--- src/hw/rtl/dpl_pkg.sv ---
package dpl_pkg;

   // Segment width; the accumulator and the overflow check follow it (8 to 64).
   localparam int SEG_WIDTH = 32;
   // Width of acc * 10 + digit before the overflow check.
   localparam int ACC_EXT_W = SEG_WIDTH + 4;
   localparam int OUT_W     = 32;

   localparam logic [7:0] CH_SEMI   = 8'h3B;
   localparam logic [7:0] CH_LBRACE = 8'h7B;
   localparam logic [7:0] CH_RBRACE = 8'h7D;
   localparam logic [7:0] CH_ZERO   = 8'h30;
   localparam logic [7:0] CH_NINE   = 8'h39;
   localparam logic [7:0] CH_SPACE  = 8'h20;
   localparam logic [7:0] CH_TAB    = 8'h09;
   localparam logic [7:0] CH_CR     = 8'h0D;

   typedef logic [SEG_WIDTH-1:0] seg_type;
   typedef logic [OUT_W-1:0]     out_type;

   typedef enum logic [2:0] {
      PH_LEAD,
      PH_PRE,
      PH_DIGITS,
      PH_POST,
      PH_CLOSED
   } phase_type;

   typedef struct packed {
      phase_type phase;
      logic      braced;
      seg_type   acc;
      logic      failed;
   } state_type;

   typedef struct packed {
      logic    emit;
      out_type value;
      logic    has_seg;
      logic    is_final;
      logic    ok;
   } result_type;

   function automatic out_type seg_to_out(seg_type v);
      logic [63:0] w;
      w = 64'(v);
      return w[OUT_W-1:0];
   endfunction

endpackage

--- src/hw/rtl/dpl_step.sv ---
// Next-state and result logic for one byte of the path text.
module dpl_step (
   input  dpl_pkg::state_type  cur,
   input  logic [7:0]          char_code,
   input  logic                is_last,
   output dpl_pkg::state_type  nxt,
   output dpl_pkg::result_type res
);

   logic                           is_ws;
   logic                           is_digit;
   logic [3:0]                     digit_val;
   logic [dpl_pkg::ACC_EXT_W-1:0]  prod;
   logic                           ovf;
   logic                           cur_has_digits;
   dpl_pkg::state_type             upd;
   dpl_pkg::state_type             rst_state;

   assign is_ws     = (char_code == dpl_pkg::CH_SPACE) ||
                      ((char_code >= dpl_pkg::CH_TAB) && (char_code <= dpl_pkg::CH_CR));
   assign is_digit  = (char_code >= dpl_pkg::CH_ZERO) && (char_code <= dpl_pkg::CH_NINE);
   assign digit_val = 4'(char_code - dpl_pkg::CH_ZERO);

   // acc * 10 + digit as shifts and adds, with four guard bits for overflow.
   assign prod = ({cur.acc, 3'b000} + {2'b00, cur.acc, 1'b0}) +
                 dpl_pkg::ACC_EXT_W'(digit_val);
   assign ovf  = |prod[dpl_pkg::ACC_EXT_W-1:dpl_pkg::SEG_WIDTH];

   assign cur_has_digits = (cur.phase == dpl_pkg::PH_DIGITS) ||
                           (cur.phase == dpl_pkg::PH_POST);

   always_comb begin
      rst_state.phase  = dpl_pkg::PH_LEAD;
      rst_state.braced = 1'b0;
      rst_state.acc    = '0;
      rst_state.failed = 1'b0;
   end

   // State update for the byte.
   always_comb begin
      dpl_pkg::phase_type ph;
      logic               proceed;
      upd     = cur;
      ph      = cur.phase;
      proceed = !cur.failed;
      if (proceed && (ph == dpl_pkg::PH_LEAD)) begin
         if (is_ws) begin
            proceed = 1'b0;
         end else if (char_code == dpl_pkg::CH_LBRACE) begin
            upd.braced = 1'b1;
            upd.phase  = dpl_pkg::PH_PRE;
            proceed    = 1'b0;
         end else begin
            ph = dpl_pkg::PH_PRE;
         end
      end
      if (proceed) begin
         upd.phase = ph;
         if (char_code == dpl_pkg::CH_SEMI) begin
            if (!((ph == dpl_pkg::PH_DIGITS) || (ph == dpl_pkg::PH_POST))) begin
               upd.failed = 1'b1;
            end
            upd.phase = dpl_pkg::PH_PRE;
         end else begin
            unique case (ph) inside
               dpl_pkg::PH_PRE: begin
                  if (is_digit) begin
                     upd.acc   = dpl_pkg::SEG_WIDTH'(digit_val);
                     upd.phase = dpl_pkg::PH_DIGITS;
                  end else if (!is_ws) begin
                     upd.failed = 1'b1;
                  end
               end
               dpl_pkg::PH_DIGITS, dpl_pkg::PH_POST: begin
                  if (is_ws) begin
                     upd.phase = dpl_pkg::PH_POST;
                  end else if (is_digit && (ph == dpl_pkg::PH_DIGITS)) begin
                     if (ovf) begin
                        upd.failed = 1'b1;
                     end else begin
                        upd.acc = prod[dpl_pkg::SEG_WIDTH-1:0];
                     end
                  end else if ((char_code == dpl_pkg::CH_RBRACE) && cur.braced) begin
                     upd.phase = dpl_pkg::PH_CLOSED;
                  end else begin
                     upd.failed = 1'b1;
                  end
               end
               default: begin
                  if (!is_ws) begin
                     upd.failed = 1'b1;
                  end
               end
            endcase
         end
      end

      if (is_last) begin
         nxt = rst_state;
      end else if (char_code == dpl_pkg::CH_SEMI) begin
         nxt     = upd;
         nxt.acc = '0;
      end else begin
         nxt = upd;
      end
   end

   // Result for the byte.
   always_comb begin
      logic good;
      res  = '0;
      good = 1'b0;
      if (is_last) begin
         good = !upd.failed &&
                (upd.braced ? (upd.phase == dpl_pkg::PH_CLOSED)
                            : ((upd.phase == dpl_pkg::PH_DIGITS) ||
                               (upd.phase == dpl_pkg::PH_POST)));
         res.emit     = 1'b1;
         res.is_final = 1'b1;
         res.ok       = good;
         res.has_seg  = good;
         res.value    = good ? dpl_pkg::seg_to_out(upd.acc) : '0;
      end else if (char_code == dpl_pkg::CH_SEMI) begin
         good        = !cur.failed && cur_has_digits;
         res.emit    = 1'b1;
         res.has_seg = good;
         res.value   = good ? dpl_pkg::seg_to_out(cur.acc) : '0;
      end
   end

endmodule

--- src/hw/rtl/decimal_path_list_parser.sv ---
// Channel  | Direction | Handshake           | Payload
// req      | in        | req_valid/req_stall | req_char_code[7:0], req_is_last_char
// rsp      | out       | rsp_valid/rsp_stall | rsp_segment_value[31:0], rsp_has_segment,
//          |           |                     | rsp_is_final, rsp_parse_ok
//
// One byte is taken per cycle while req_stall is low; a byte passes through the input
// register and then the result register on its way from a req transfer to the matching rsp transfer.
// The parse state advances once per byte in the step logic between those registers.
// Reset is synchronous and active high; it clears the parse state and both valids.
// A stall on rsp holds only bytes that produce a result (';' or the last byte);
// other bytes keep moving through while a result waits.
module decimal_path_list_parser (
   input  logic        clock,
   input  logic        reset,
   input  logic        req_valid,
   output logic        req_stall,
   input  logic [7:0]  req_char_code,
   input  logic        req_is_last_char,
   output logic        rsp_valid,
   input  logic        rsp_stall,
   output logic [31:0] rsp_segment_value,
   output logic        rsp_has_segment,
   output logic        rsp_is_final,
   output logic        rsp_parse_ok
);

   // Input register stage.
   logic                s1_vld_ff;
   logic                s1_vld_in;
   logic [7:0]          s1_char_ff;
   logic                s1_last_ff;

   // Parse state, updated when the byte in the input register moves on.
   dpl_pkg::state_type  state_ff;
   dpl_pkg::state_type  state_in;

   // Result register.
   logic                rsp_vld_ff;
   logic                rsp_vld_in;
   dpl_pkg::result_type rsp_ff;
   dpl_pkg::result_type rsp_in;

   dpl_pkg::state_type  step_nxt;
   dpl_pkg::result_type step_res;
   logic                out_free;
   logic                s1_adv;
   logic                req_take;

   dpl_step u_step (
      .cur       (state_ff),
      .char_code (s1_char_ff),
      .is_last   (s1_last_ff),
      .nxt       (step_nxt),
      .res       (step_res)
   );

   // The result register can take a new result when empty or when its
   // current result transfers in this cycle.
   assign out_free = !rsp_vld_ff || !rsp_stall;

   // A byte without a result never waits on the output side.
   assign s1_adv   = s1_vld_ff && (!step_res.emit || out_free);
   assign req_stall = s1_vld_ff && !s1_adv;
   assign req_take  = req_valid && !req_stall;

   always_comb begin
      s1_vld_in  = req_take || (s1_vld_ff && !s1_adv);
      state_in   = s1_adv ? step_nxt : state_ff;
      rsp_vld_in = rsp_vld_ff && rsp_stall;
      rsp_in     = rsp_ff;
      if (s1_adv && step_res.emit) begin
         rsp_vld_in = 1'b1;
         rsp_in     = step_res;
      end
   end

   always_ff @(posedge clock) begin
      if (reset) begin
         s1_vld_ff        <= 1'b0;
         rsp_vld_ff       <= 1'b0;
         state_ff.phase   <= dpl_pkg::PH_LEAD;
         state_ff.braced  <= 1'b0;
         state_ff.acc     <= '0;
         state_ff.failed  <= 1'b0;
      end else begin
         s1_vld_ff  <= s1_vld_in;
         rsp_vld_ff <= rsp_vld_in;
         state_ff   <= state_in;
      end
   end

   // Payload registers carry no reset.
   always_ff @(posedge clock) begin
      if (req_take) begin
         s1_char_ff <= req_char_code;
         s1_last_ff <= req_is_last_char;
      end
      rsp_ff <= rsp_in;
   end

   assign rsp_valid         = rsp_vld_ff;
   assign rsp_segment_value = rsp_ff.value;
   assign rsp_has_segment   = rsp_ff.has_seg;
   assign rsp_is_final      = rsp_ff.is_final;
   assign rsp_parse_ok      = rsp_ff.ok;

endmodule

--- config.mk ---
export PLATFORM = sky130hd
export DESIGN_NAME = decimal_path_list_parser
export DESIGN_NICKNAME = d
export VERILOG_FILES = /design/src/hw/rtl/dpl_pkg.sv /design/src/hw/rtl/dpl_step.sv /design/src/hw/rtl/decimal_path_list_parser.sv
export SDC_FILE = /design/constraint.sdc
export NUM_CORES = 1
export LEC_CHECK = 0
export ABC_AREA = 1
export BUFFER_PORTS_ARGS = -buffer_cell sky130_fd_sc_hd__buf_2
export CORE_UTILIZATION = 30
export CTS_CLUSTER_DIAMETER = 40
export DETAILED_ROUTE_END_ITERATION = 16
export GPL_TIMING_DRIVEN = 0
export SLEW_MARGIN = 20
export SYNTH_ARGS = -nofsm -noshare
export SYNTH_HDL_FRONTEND = slang
export SYNTH_SLANG_ARGS = --single-unit
export TNS_END_PERCENT = 20
--- constraint.sdc ---
create_clock -name clock -period 3.15 [get_ports clock]
set_input_delay 0.945 -clock clock [delete_from_list [all_inputs] [get_ports clock]]
set_output_delay 0.945 -clock clock [all_outputs]
set_load 0.05 [all_outputs]
==> results of run 1 <==
==> metrics by stage <==
stage / setup slack (ns) / hold WS, ns / instance area, um^2
global route: -0.390 / 0.513 / 8130
floorplan: 0.00475 / 0.445 / 6650
CTS: -0.271 / 0.474 / 7990
detailed placement: -0.645 / 0.466 / 7260
global placement: -0.596 / 0.455 / 7240
finish: -0.172 / 0.476 / 8130
==> sequential cells by signal, indices dropped and copies added, names as in the netlist <==
signal / cells
rsp_has_segment: 1
state_ff: 37
rsp_valid: 1
rsp_parse_ok: 1
s1_vld_ff: 1
s1_char_ff: 8
s1_last_ff: 1
rsp_is_final: 1
rsp_segment_value: 32
==> routing by layer <==
metal,share of wire (%),GRT usage [%],wire [um],up-vias
met2,46,26.4,8070,102
met4,1.7,6.10,306,0
met1,49,21.9,8610,2781
met3,3.8,2.50,666,22
met5,0,0,0,-
li1,-,-,-,3194
==> what timing repair did <==
item,4_1_cts,5_1_grt
setup buffers,12,6
cloned,2,0
setup endpoints to repair,67,90
pin swaps,25,19
gates resized for setup,58,31
==> kinds of logic (layout without fill, tap and decap cells) <==
kind of cell    count (synthesis)  count (layout)  share of synthesized area [%]
compound gates                131             131                           12.9
xor+xnor                       27              27                           3.56
fa+ha+maj                      65              65                           12.5
buf+inv                       120             204                           7.34
flops                          83              83                           31.6
simple gates                  507             507                           32.2
==> cells in the mapped netlist, drive strengths merged <==
master,count
a21boi,1
a21o,1
a21oi,70
a22oi,2
a31oi,4
and2,1
and3,1
buf,14
clkbuf,11
clkinv,1
dfxtp,39
edfxtp,44
fa,2
ha,63
inv,94
nand2,374
nand3,56
nand3b,1
nand4,7
nor2,54
nor3,7
nor3b,2
o211ai,2
o21ai,44
o21ba,1
o21bai,5
o31ai,1
or2,3
or3,1
xnor2,13
xor2,14
==> worst max path at each step <==
| stage | start | end | slack (ns) |
|---|---|---|---|
| final | s1_char_ff[3] | state_ff[21] | -0.17 |
| after global routing | s1_char_ff[3] | rsp_segment_value[23] | -0.39 |
| after CTS | s1_char_ff[3] | rsp_segment_value[17] | -0.27 |
| after detailed placement | s1_char_ff[3] | rsp_segment_value[15] | -0.65 |
| after global placement | s1_char_ff[3] | rsp_segment_value[15] | -0.60 |
| after floorplan | s1_char_ff[3] | rsp_segment_value[26] | 0.005 |
==> report_power, final <==
group | total [uW] | internal [uW] | switching [uW]
clock network | 1200 | 765 | 439
registers | 1170 | 1150 | 10.5
logic | 346 | 109 | 237
==> worst max-delay path, delay by kind of cell (launching register included) <==
family          cells  cell delay [ns]
fa+ha+maj           2             0.88
simple gates       15             1.26
buf+inv             5             0.44
flops               1             0.38
compound gates      2             0.30
==> layout make-up <==
type / count / area, um^2
multi-input combinational: 730 / 4350
fill: 2282 / 13600
tap: 280 / 350
clock inverter: 7 / 106
buffer: 25 / 181
inverter: 95 / 359
clock buffer: 9 / 225
timing repair buffer: 68 / 452
sequential: 83 / 2110
==> metrics.md, run 1 <==
| Metric | Value |
|---|---|
| Max incr delay on CP | `0.54 ns` |
| HPWL after DPL | `13,400 um` |
| Clock root cell | `clkbuf_16` |
| Fin crit period | `3.32 ns` |
| Wirelength per Cell | `13.6 um` |
| Core area | `0.0218 mm^2` |
| Routed via count | `6,099` |
| Post-Place Cells | `1,262` |
| Top post-synthesis cells by area | `nand2_1, edfxtp_1, ha_1` |
| First-pass GRT wire length | `29,100 um` |
| Worst Setup End Kind | `flop` |
| Peak VDD IR | `0.000243 V` |
| Critical path launch point type | `flop` |
| CTS tree | `done` |
| Die width | `151 um` |
| Worst rel slew slack | `43.7%` |
| Mean post-synth cell area | `7.13 um^2` |
| Endpoints failing hold | `0` |
| Skew final | `0.00964 ns` |
| Area Overhead vs Synth | `22.3%` |
| Core Util, Final | `37.4%` |
| Leading area contributor after synthesis | `nand2_1` |
| Synthesized net count | `1,011` |
| Cell mode on critical path | `nand2_2` |
| Hold path depth | `2` |
| Worst Path Required | `3.44 ns` |
| GRT Total Usage | `16.3%` |
| Port Buffers | `48` |
| FF-to-FF path depth | `24` |
| Share of cells above drive strength 1 | `23.0%` |
| I/O Pins | `50` |
| Synthesis warning total | `0` |
| Clk sinks | `83` |
| Status | `finished with violations` |
| Worst Path Arrival | `3.61 ns` |
| Antenna violations before repair | `0` |
| Cells after Synth | `933` |
| Pwr/cell area | `334 mW/mm^2` |
| Largest net degree at the start of global routing | `23` |
| Unrepaired setup endpoints after global routing | `yes` |
| Post-route DRC | `0` |
| Seq/Total Area, Yosys | `31.6%` |
| Clock transition at path regs | `0.07 ns` |
| Pre-Repair DR Iteration Count | `7` |
| Most common cell after layout, fill and taps aside | `nand2_1` |
| Final WL | `17,600 um` |
| HP Start | `state_ff[34]` |
| Clock buffer depth | `2` |
| CP Class | `reg2reg` |
| TritonCTS buffer count | `9` |
| H-tree Lvls | `3` |
| Netlist cell types | `45` |
| Antenna fix cells | `0` |
| Seq cells post-synth | `83` |
| Design Power | `2710 uW` |
| # rows | `54` |
| Initial DRC count | `414` |
| Global route overflow | `0` |
| Worst Setup Slack, final | `-0.172 ns` |
| Top-area cell type share of the netlist area | `20.3%` |
| Worst slew pin tran | `0.842 ns` |
| Mapped Area | `0.00665 mm^2` |
| Detail Route Antenna Nets | `0` |
| Failing checks | `negative setup slack` |
| Peak Freq | `301 MHz` |
| CP max FO | `10` |
| Final setup vio count | `61` |
| R2R setup slack | `-0.17 ns` |
| Crit-path slowest cell | `fa_1` |
| Vias in the first global route | `5,946` |
| Worst min-delay path category | `reg2reg` |
| Via density | `4.70` |
| Hold_buf cts | `0` |
| Final GP Congestion | `0.881` |
| Nets | `1,090` |
| Die area | `0.0228 mm^2` |
| Max-slew violations | `0` |
| Post-route setup TNS | `-7.21 ns` |
| CP cell instances | `inv_2 -> fa_1 -> inv_2 -> fa_2 -> nand2_2 -> nand2_2 -> nand3b_1 -> nand2_2 -> nand2_2 -> nand2_4 -> nand2_4 -> nand2_2 -> nand2_2 -> nand2_2 -> nor2_2 -> nand2_2 -> nor2_4 -> inv_2 -> nor2_4 -> inv_4 -> buf_12 -> o21ai_4 -> nand2_1 -> a21oi_2` |
| Worst r2r dst | `state_ff[21]` |
| Endpoint, Worst Hold | `state_ff[34]` |
| Die H | `151 um` |
| Period utilization | `105%` |
| Static Leak | `0.00380 uW` |
| Worst-Skew Late Latency | `0.35 ns` |
| Most frequent cells in the layout | `nand2_1, inv_1, ha_1, buf_2, a21oi_1` |
| Max-cap viol count | `0` |
| Starting density of the core | `30.6%` |
| Final Non-Filler Cells | `1,297` |
| Reg2reg start | `s1_char_ff[3]` |
(Power assumes the default switching activity.)
==> run 2: changes to the inputs <==
- CELL_PAD_IN_SITES_DETAIL_PLACEMENT: not set -> 1
- CELL_PAD_IN_SITES_GLOBAL_PLACEMENT: not set -> 1
- PLACE_DENSITY_LB_ADDON: not set -> 0.1
==> metrics.md, run 2 (synthesis results as in run 1) <==
| Metric | Value |
|---|---|
| Clk sinks | `83` |
| FF-to-FF path depth | `24` |
| CP max FO | `7` |
| Clock transition at path regs | `0.07 ns` |
| Via density | `4.76` |
| Max-cap viol count | `0` |
| Largest net degree at the start of global routing | `21` |
| Period utilization | `110%` |
| Routed via count | `6,180` |
| Worst Path Arrival | `3.55 ns` |
| Detail Route Antenna Nets | `0` |
| # rows | `54` |
| Hold_buf cts | `0` |
| Critical path launch point type | `flop` |
| I/O Pins | `50` |
| Port Buffers | `48` |
| CTS tree | `done` |
| HPWL after DPL | `17,200 um` |
| GRT Total Usage | `20.2%` |
| Nets | `1,090` |
| Worst min-delay path category | `reg2reg` |
| Final GP Congestion | `0.867` |
| Unrepaired setup endpoints after global routing | `yes` |
| Hold path depth | `2` |
| Worst r2r dst | `rsp_segment_value[31]` |
| Most common cell after layout, fill and taps aside | `nand2_1` |
| HP Start | `state_ff[34]` |
| Reg2reg start | `state_ff[1]` |
| Worst Path Required | `3.23 ns` |
| Initial DRC count | `274` |
| Worst-Skew Late Latency | `0.34 ns` |
| Endpoints failing hold | `0` |
| Worst slew pin tran | `1.01 ns` |
| CP Class | `reg2reg` |
| Fin crit period | `3.47 ns` |
| Area Overhead vs Synth | `22.5%` |
| Final setup vio count | `66` |
| Die width | `151 um` |
| Global route overflow | `0` |
| Failing checks | `negative setup slack` |
| R2R setup slack | `-0.32 ns` |
| Final Non-Filler Cells | `1,297` |
| Die area | `0.0228 mm^2` |
| Hold WS | `0.478 ns` |
| Core Util, Final | `37.4%` |
| Die H | `151 um` |
| Post-place setup slack | `-0.818 ns` |
| Peak VDD IR | `0.000247 V` |
| Clock root cell | `clkbuf_16` |
| H-tree Lvls | `3` |
| Vias in the first global route | `6,252` |
| Clock buffer depth | `2` |
| Antenna fix cells | `0` |
| Wirelength per Cell | `16.8 um` |
| Status | `finished with violations` |
| Peak Freq | `288 MHz` |
| Worst Setup Slack, final | `-0.320 ns` |
| Final WL | `21,800 um` |
| Post-Place Cells | `1,262` |
| Antenna violations before repair | `0` |
| Skew final | `0.00871 ns` |
| Worst rel slew slack | `32.8%` |
| Endpoint, Worst Hold | `state_ff[34]` |
| Static Leak | `0.00376 uW` |
| Share of cells above drive strength 1 | `24.3%` |
| Worst Setup End Kind | `flop` |
| Max-slew violations | `0` |
| Most flop-heavy register | `state_ff` |
| First-pass GRT wire length | `35,100 um` |
| Starting density of the core | `30.6%` |
| Core area | `0.0218 mm^2` |
| Post-route DRC | `0` |
| Most frequent cells in the layout | `nand2_1, inv_1, ha_1, nand3_1, buf_2` |
| Pre-Repair DR Iteration Count | `4` |
| Pwr/cell area | `313 mW/mm^2` |
| TritonCTS buffer count | `9` |
| Largest register FFs | `37` |
[run 2: cell types whose count changed in the layout (fill, tap and decap cells not counted), sizes merged]
cell      before  now
inv           94   96
buf           82   81
bufinv         3    0
clkinvlp       0    3
clkinv         5    3
clkbuf        20   21
[run 2: worst max-delay path: stages, from the launching register on]
cell,delay (ns)
dfxtp_4,0.38
inv_1,0.06
fa_1,0.52
inv_2,0.05
fa_2,0.37
nand2_2,0.09
nand2_4,0.07
nand3_2,0.10
nand2_4,0.08
nand2_4,0.08
nand2_4,0.07
nand2_2,0.07
nand2_1,0.05
nand2_1,0.05
nand2_1,0.06
nor2_2,0.15
nand2_4,0.10
nor2_4,0.12
buf_6,0.12
o21ai_4,0.11
buf_6,0.17
nand2_2,0.08
o21ai_4,0.07
nand3_1,0.08
nand2_1,0.08
[run 2: how the worst max path moves through the flow]
stage,startpoint,endpoint,slack (ns),depth (start not counted)
2_1_floorplan,s1_char_ff[3],rsp_segment_value[26],0.005,24
3_3_place_gp,s1_char_ff[3],rsp_segment_value[17],-0.78,26
3_5_place_dp,s1_char_ff[3],rsp_segment_value[14],-0.82,24
4_1_cts,s1_char_ff[3],rsp_segment_value[31],-0.38,24
5_1_grt,state_ff[2],rsp_segment_value[14],-0.52,23
6_report,state_ff[1],rsp_segment_value[31],-0.32,24
[run 2: final cells by class]
cell class | count | area (um^2)
fill | 2720 | 13600
multi-input combinational | 730 | 4360
sequential | 83 | 2110
timing repair buffer | 68 | 480
inverter | 95 | 362
tap | 280 | 350
clock buffer | 9 | 225
buffer | 25 | 198
clock inverter | 7 | 52.6
[run 2: per-stage QoR]
stage	cell area (um^2)	total power [uW]	setup TNS [ns]
floorplan	6650	1370	0
global placement	7240	1450	-50.96
detailed placement	7270	1460	-45.76
CTS	8010	2560	-18.76
global route	8140	2630	-28.95
finish	8140	2550	-15.59
[run 2: routing by layer]
layer	vias up	track usage [%]	part of all wire, %	wire length, um
li1	3198	-	-	-
met1	2894	30.7	54	11800
met2	72	30.3	43	9310
met3	16	1.75	2.0	430
met4	0	4.45	1.2	256
met5	-	0	0	0
[run 2: what timing repair did]
item | in CTS | in global routing
setup endpoints to repair | 68 | 68
setup buffers | 13 | 1
cloned | 5 | 0
pin swaps | 23 | 9
resized for setup | 77 | 40
[run 2: power by group]
part / internal (uW) / switching, uW
clock network: 540 / 488
registers: 1150 / 11.9
logic: 116 / 239
total: 1810 / 738
==> run 3: changes to the inputs <==
- BUFFER_PORTS_ARGS: -buffer_cell sky130_fd_sc_hd__buf_2 -> not set
- DONT_BUFFER_PORTS: not set -> 1
==> metrics.md, run 3 (synthesis results as in run 1) <==
| Metric | Value |
|---|---|
| Status | `finished with violations` |
| Failing checks | `negative setup slack` |
| Worst slew pin tran | `0.808 ns` |
| Worst Setup End Kind | `flop` |
| Fill count | `2,684` |
| Antenna violations before repair | `0` |
| Routed via count | `6,060` |
| Max-cap viol count | `0` |
| Period utilization | `109%` |
| Post-place setup slack | `-0.835 ns` |
| Antenna fix cells | `0` |
| Crit-path slowest cell | `fa_1` |
| H-tree Lvls | `3` |
| CP max FO | `7` |
| Die width | `151 um` |
| Worst-Skew Late Latency | `0.36 ns` |
| Worst Path Required | `3.37 ns` |
| Unrepaired setup endpoints after global routing | `yes` |
| Clock buffer depth | `2` |
| Most flop-heavy register | `state_ff` |
| CP cell instances | `inv_2 -> fa_1 -> inv_2 -> fa_2 -> nand2_2 -> nand2_4 -> nand3b_1 -> nand2_2 -> nand2_2 -> nand2_4 -> nand2_2 -> nand3_1 -> nand2_1 -> nor2_2 -> nand2_4 -> nor2_4 -> buf_6 -> o21ai_4 -> buf_6 -> nand2_1 -> o21ai_2 -> nand3_1 -> nand2_1` |
| I/O Pins | `50` |
| Final GP Congestion | `0.821` |
| Final WL | `21,600 um` |
| Hold_buf cts | `0` |
| # rows | `54` |
| Peak Freq | `290 MHz` |
| Die area | `0.0228 mm^2` |
| Pwr/cell area | `330 mW/mm^2` |
| Most frequent cells in the layout | `nand2_1, inv_1, ha_1, nand3_1, nand2_2` |
| First-pass GRT wire length | `35,100 um` |
| Share of cells above drive strength 1 | `21.3%` |
| Starting density of the core | `30.6%` |
| Post-route setup TNS | `-15.18 ns` |
| TritonCTS buffer count | `9` |
| Register area | `0.00211 mm^2` |
| Via density | `4.85` |
| Worst rel slew slack | `46.1%` |
| Initial DRC count | `242` |
| Wirelength per Cell | `17.3 um` |
| Fin crit period | `3.45 ns` |
| HPWL after DPL | `17,000 um` |
| Final setup vio count | `67` |
| Area Overhead vs Synth | `18.7%` |
| Endpoints failing hold | `0` |
| Clock root cell | `clkbuf_16` |
| Critical path launch point type | `flop` |
| CP top delay family | `simple AND/OR/NAND/NOR gates` |
| Footprint of the multi-input gates | `0.00439 mm^2` |
| Core area | `0.0218 mm^2` |
| Static Leak | `0.00356 uW` |
| Most common cell after layout, fill and taps aside | `nand2_1` |
| CP Class | `reg2reg` |
| Global route overflow | `0` |
| Worst path bufs/invs | `4` |
| Worst Path Arrival | `3.66 ns` |
| GRT Total Usage | `20.2%` |
| CTS tree | `done` |
| Post-route DRC | `0` |
| Nets | `1,042` |
| Worst Setup Slack, final | `-0.295 ns` |
| Detail Route Antenna Nets | `0` |
| Peak VDD IR | `0.000265 V` |
| Port Buffers | `0` |
| Max incr delay on CP | `0.50 ns` |
| Clock transition at path regs | `0.07 ns` |
| Largest register FFs | `37` |
| Max-slew violations | `0` |
| Cell mode on critical path | `nand2_2` |
| Pre-Repair DR Iteration Count | `4` |
| Worst min-delay path category | `reg2reg` |
| Die H | `151 um` |
| Clk sinks | `83` |
| Largest net degree at the start of global routing | `36` |
| Vias in the first global route | `6,094` |
| Skew final | `0.0104 ns` |
==> run 3: changes by cell type in the layout (fill, tap and decap cells not counted), sizes merged <==
cell	previous run	this run
buf	81	34
clkinvlp	3	0
bufinv	0	1
clkbuf	21	22
clkinv	3	4
inv	96	95
==> run 3: power by group <==
part           total [uW]  switching [uW]  internal, uW
clock network        1130             488           642
logic                 274             190          84.1
registers            1200            50.4          1150
total                2610             728          1880
==> run 3: worst paths after layout <==
check	from	end	slack, ns	cells past startpoint
max	s1_char_ff[3]	rsp_segment_value[10]	-0.30	23
min	state_ff[34]	state_ff[34]	0.48	2
max reg2reg	s1_char_ff[3]	rsp_segment_value[10]	-0.30	23
min reg2reg	state_ff[34]	state_ff[34]	0.48	2
==> run 3: stage by stage <==
| step | area (um^2) | utilization (%) | hold slack, ns | instances | power, uW |
|---|---|---|---|---|---|
| after global placement | 7000 | 32.2 | 0.469 | 1213 | 1440 |
| after floorplan | 6650 | - | 0.445 | 933 | 1370 |
| after detailed placement | 7000 | 32.2 | 0.464 | 1213 | 1440 |
| after CTS | 7780 | 35.8 | 0.474 | 1248 | 2630 |
| final | 7900 | 36.3 | 0.476 | 1249 | 2610 |
| after global routing | 7900 | 36.3 | 0.514 | 1249 | 2710 |
==> run 3: layer usage <==
| layer | vias to the layer above | part of all wire (%) | routed length [um] | track usage (%) |
|---|---|---|---|---|
| met5 | - | 0 | 0 | 0 |
| met4 | 0 | 1.4 | 312 | 5.40 |
| met3 | 19 | 2.4 | 522 | 2.44 |
| met2 | 78 | 43 | 9360 | 30.4 |
| met1 | 2855 | 53 | 11400 | 30.0 |
| li1 | 3108 | - | - | - |
==> run 3: cell type report <==
| class | count | area share (%) |
|---|---|---|
| multi-input combinational | 730 | 55.5 |
| sequential | 83 | 26.7 |
| inverter | 95 | 4.58 |
| tap | 280 | 4.44 |
| clock buffer | 11 | 3.07 |
| timing repair buffer | 20 | 2.46 |
| buffer | 25 | 2.39 |
| clock inverter | 5 | 0.776 |
==> run 3: tightest hold or removal path, stage by stage (launching register included) <==
cell and delay [ns]:
dfxtp_1 0.31, nand2_1 0.06, a21oi_1 0.05
==> run 3: timing repair <==
item,in CTS,in global routing
gates cloned,4,0
endpoints found under the setup margin,68,105
setup buffers,15,1
resized for setup,89,29
pin swaps,29,3
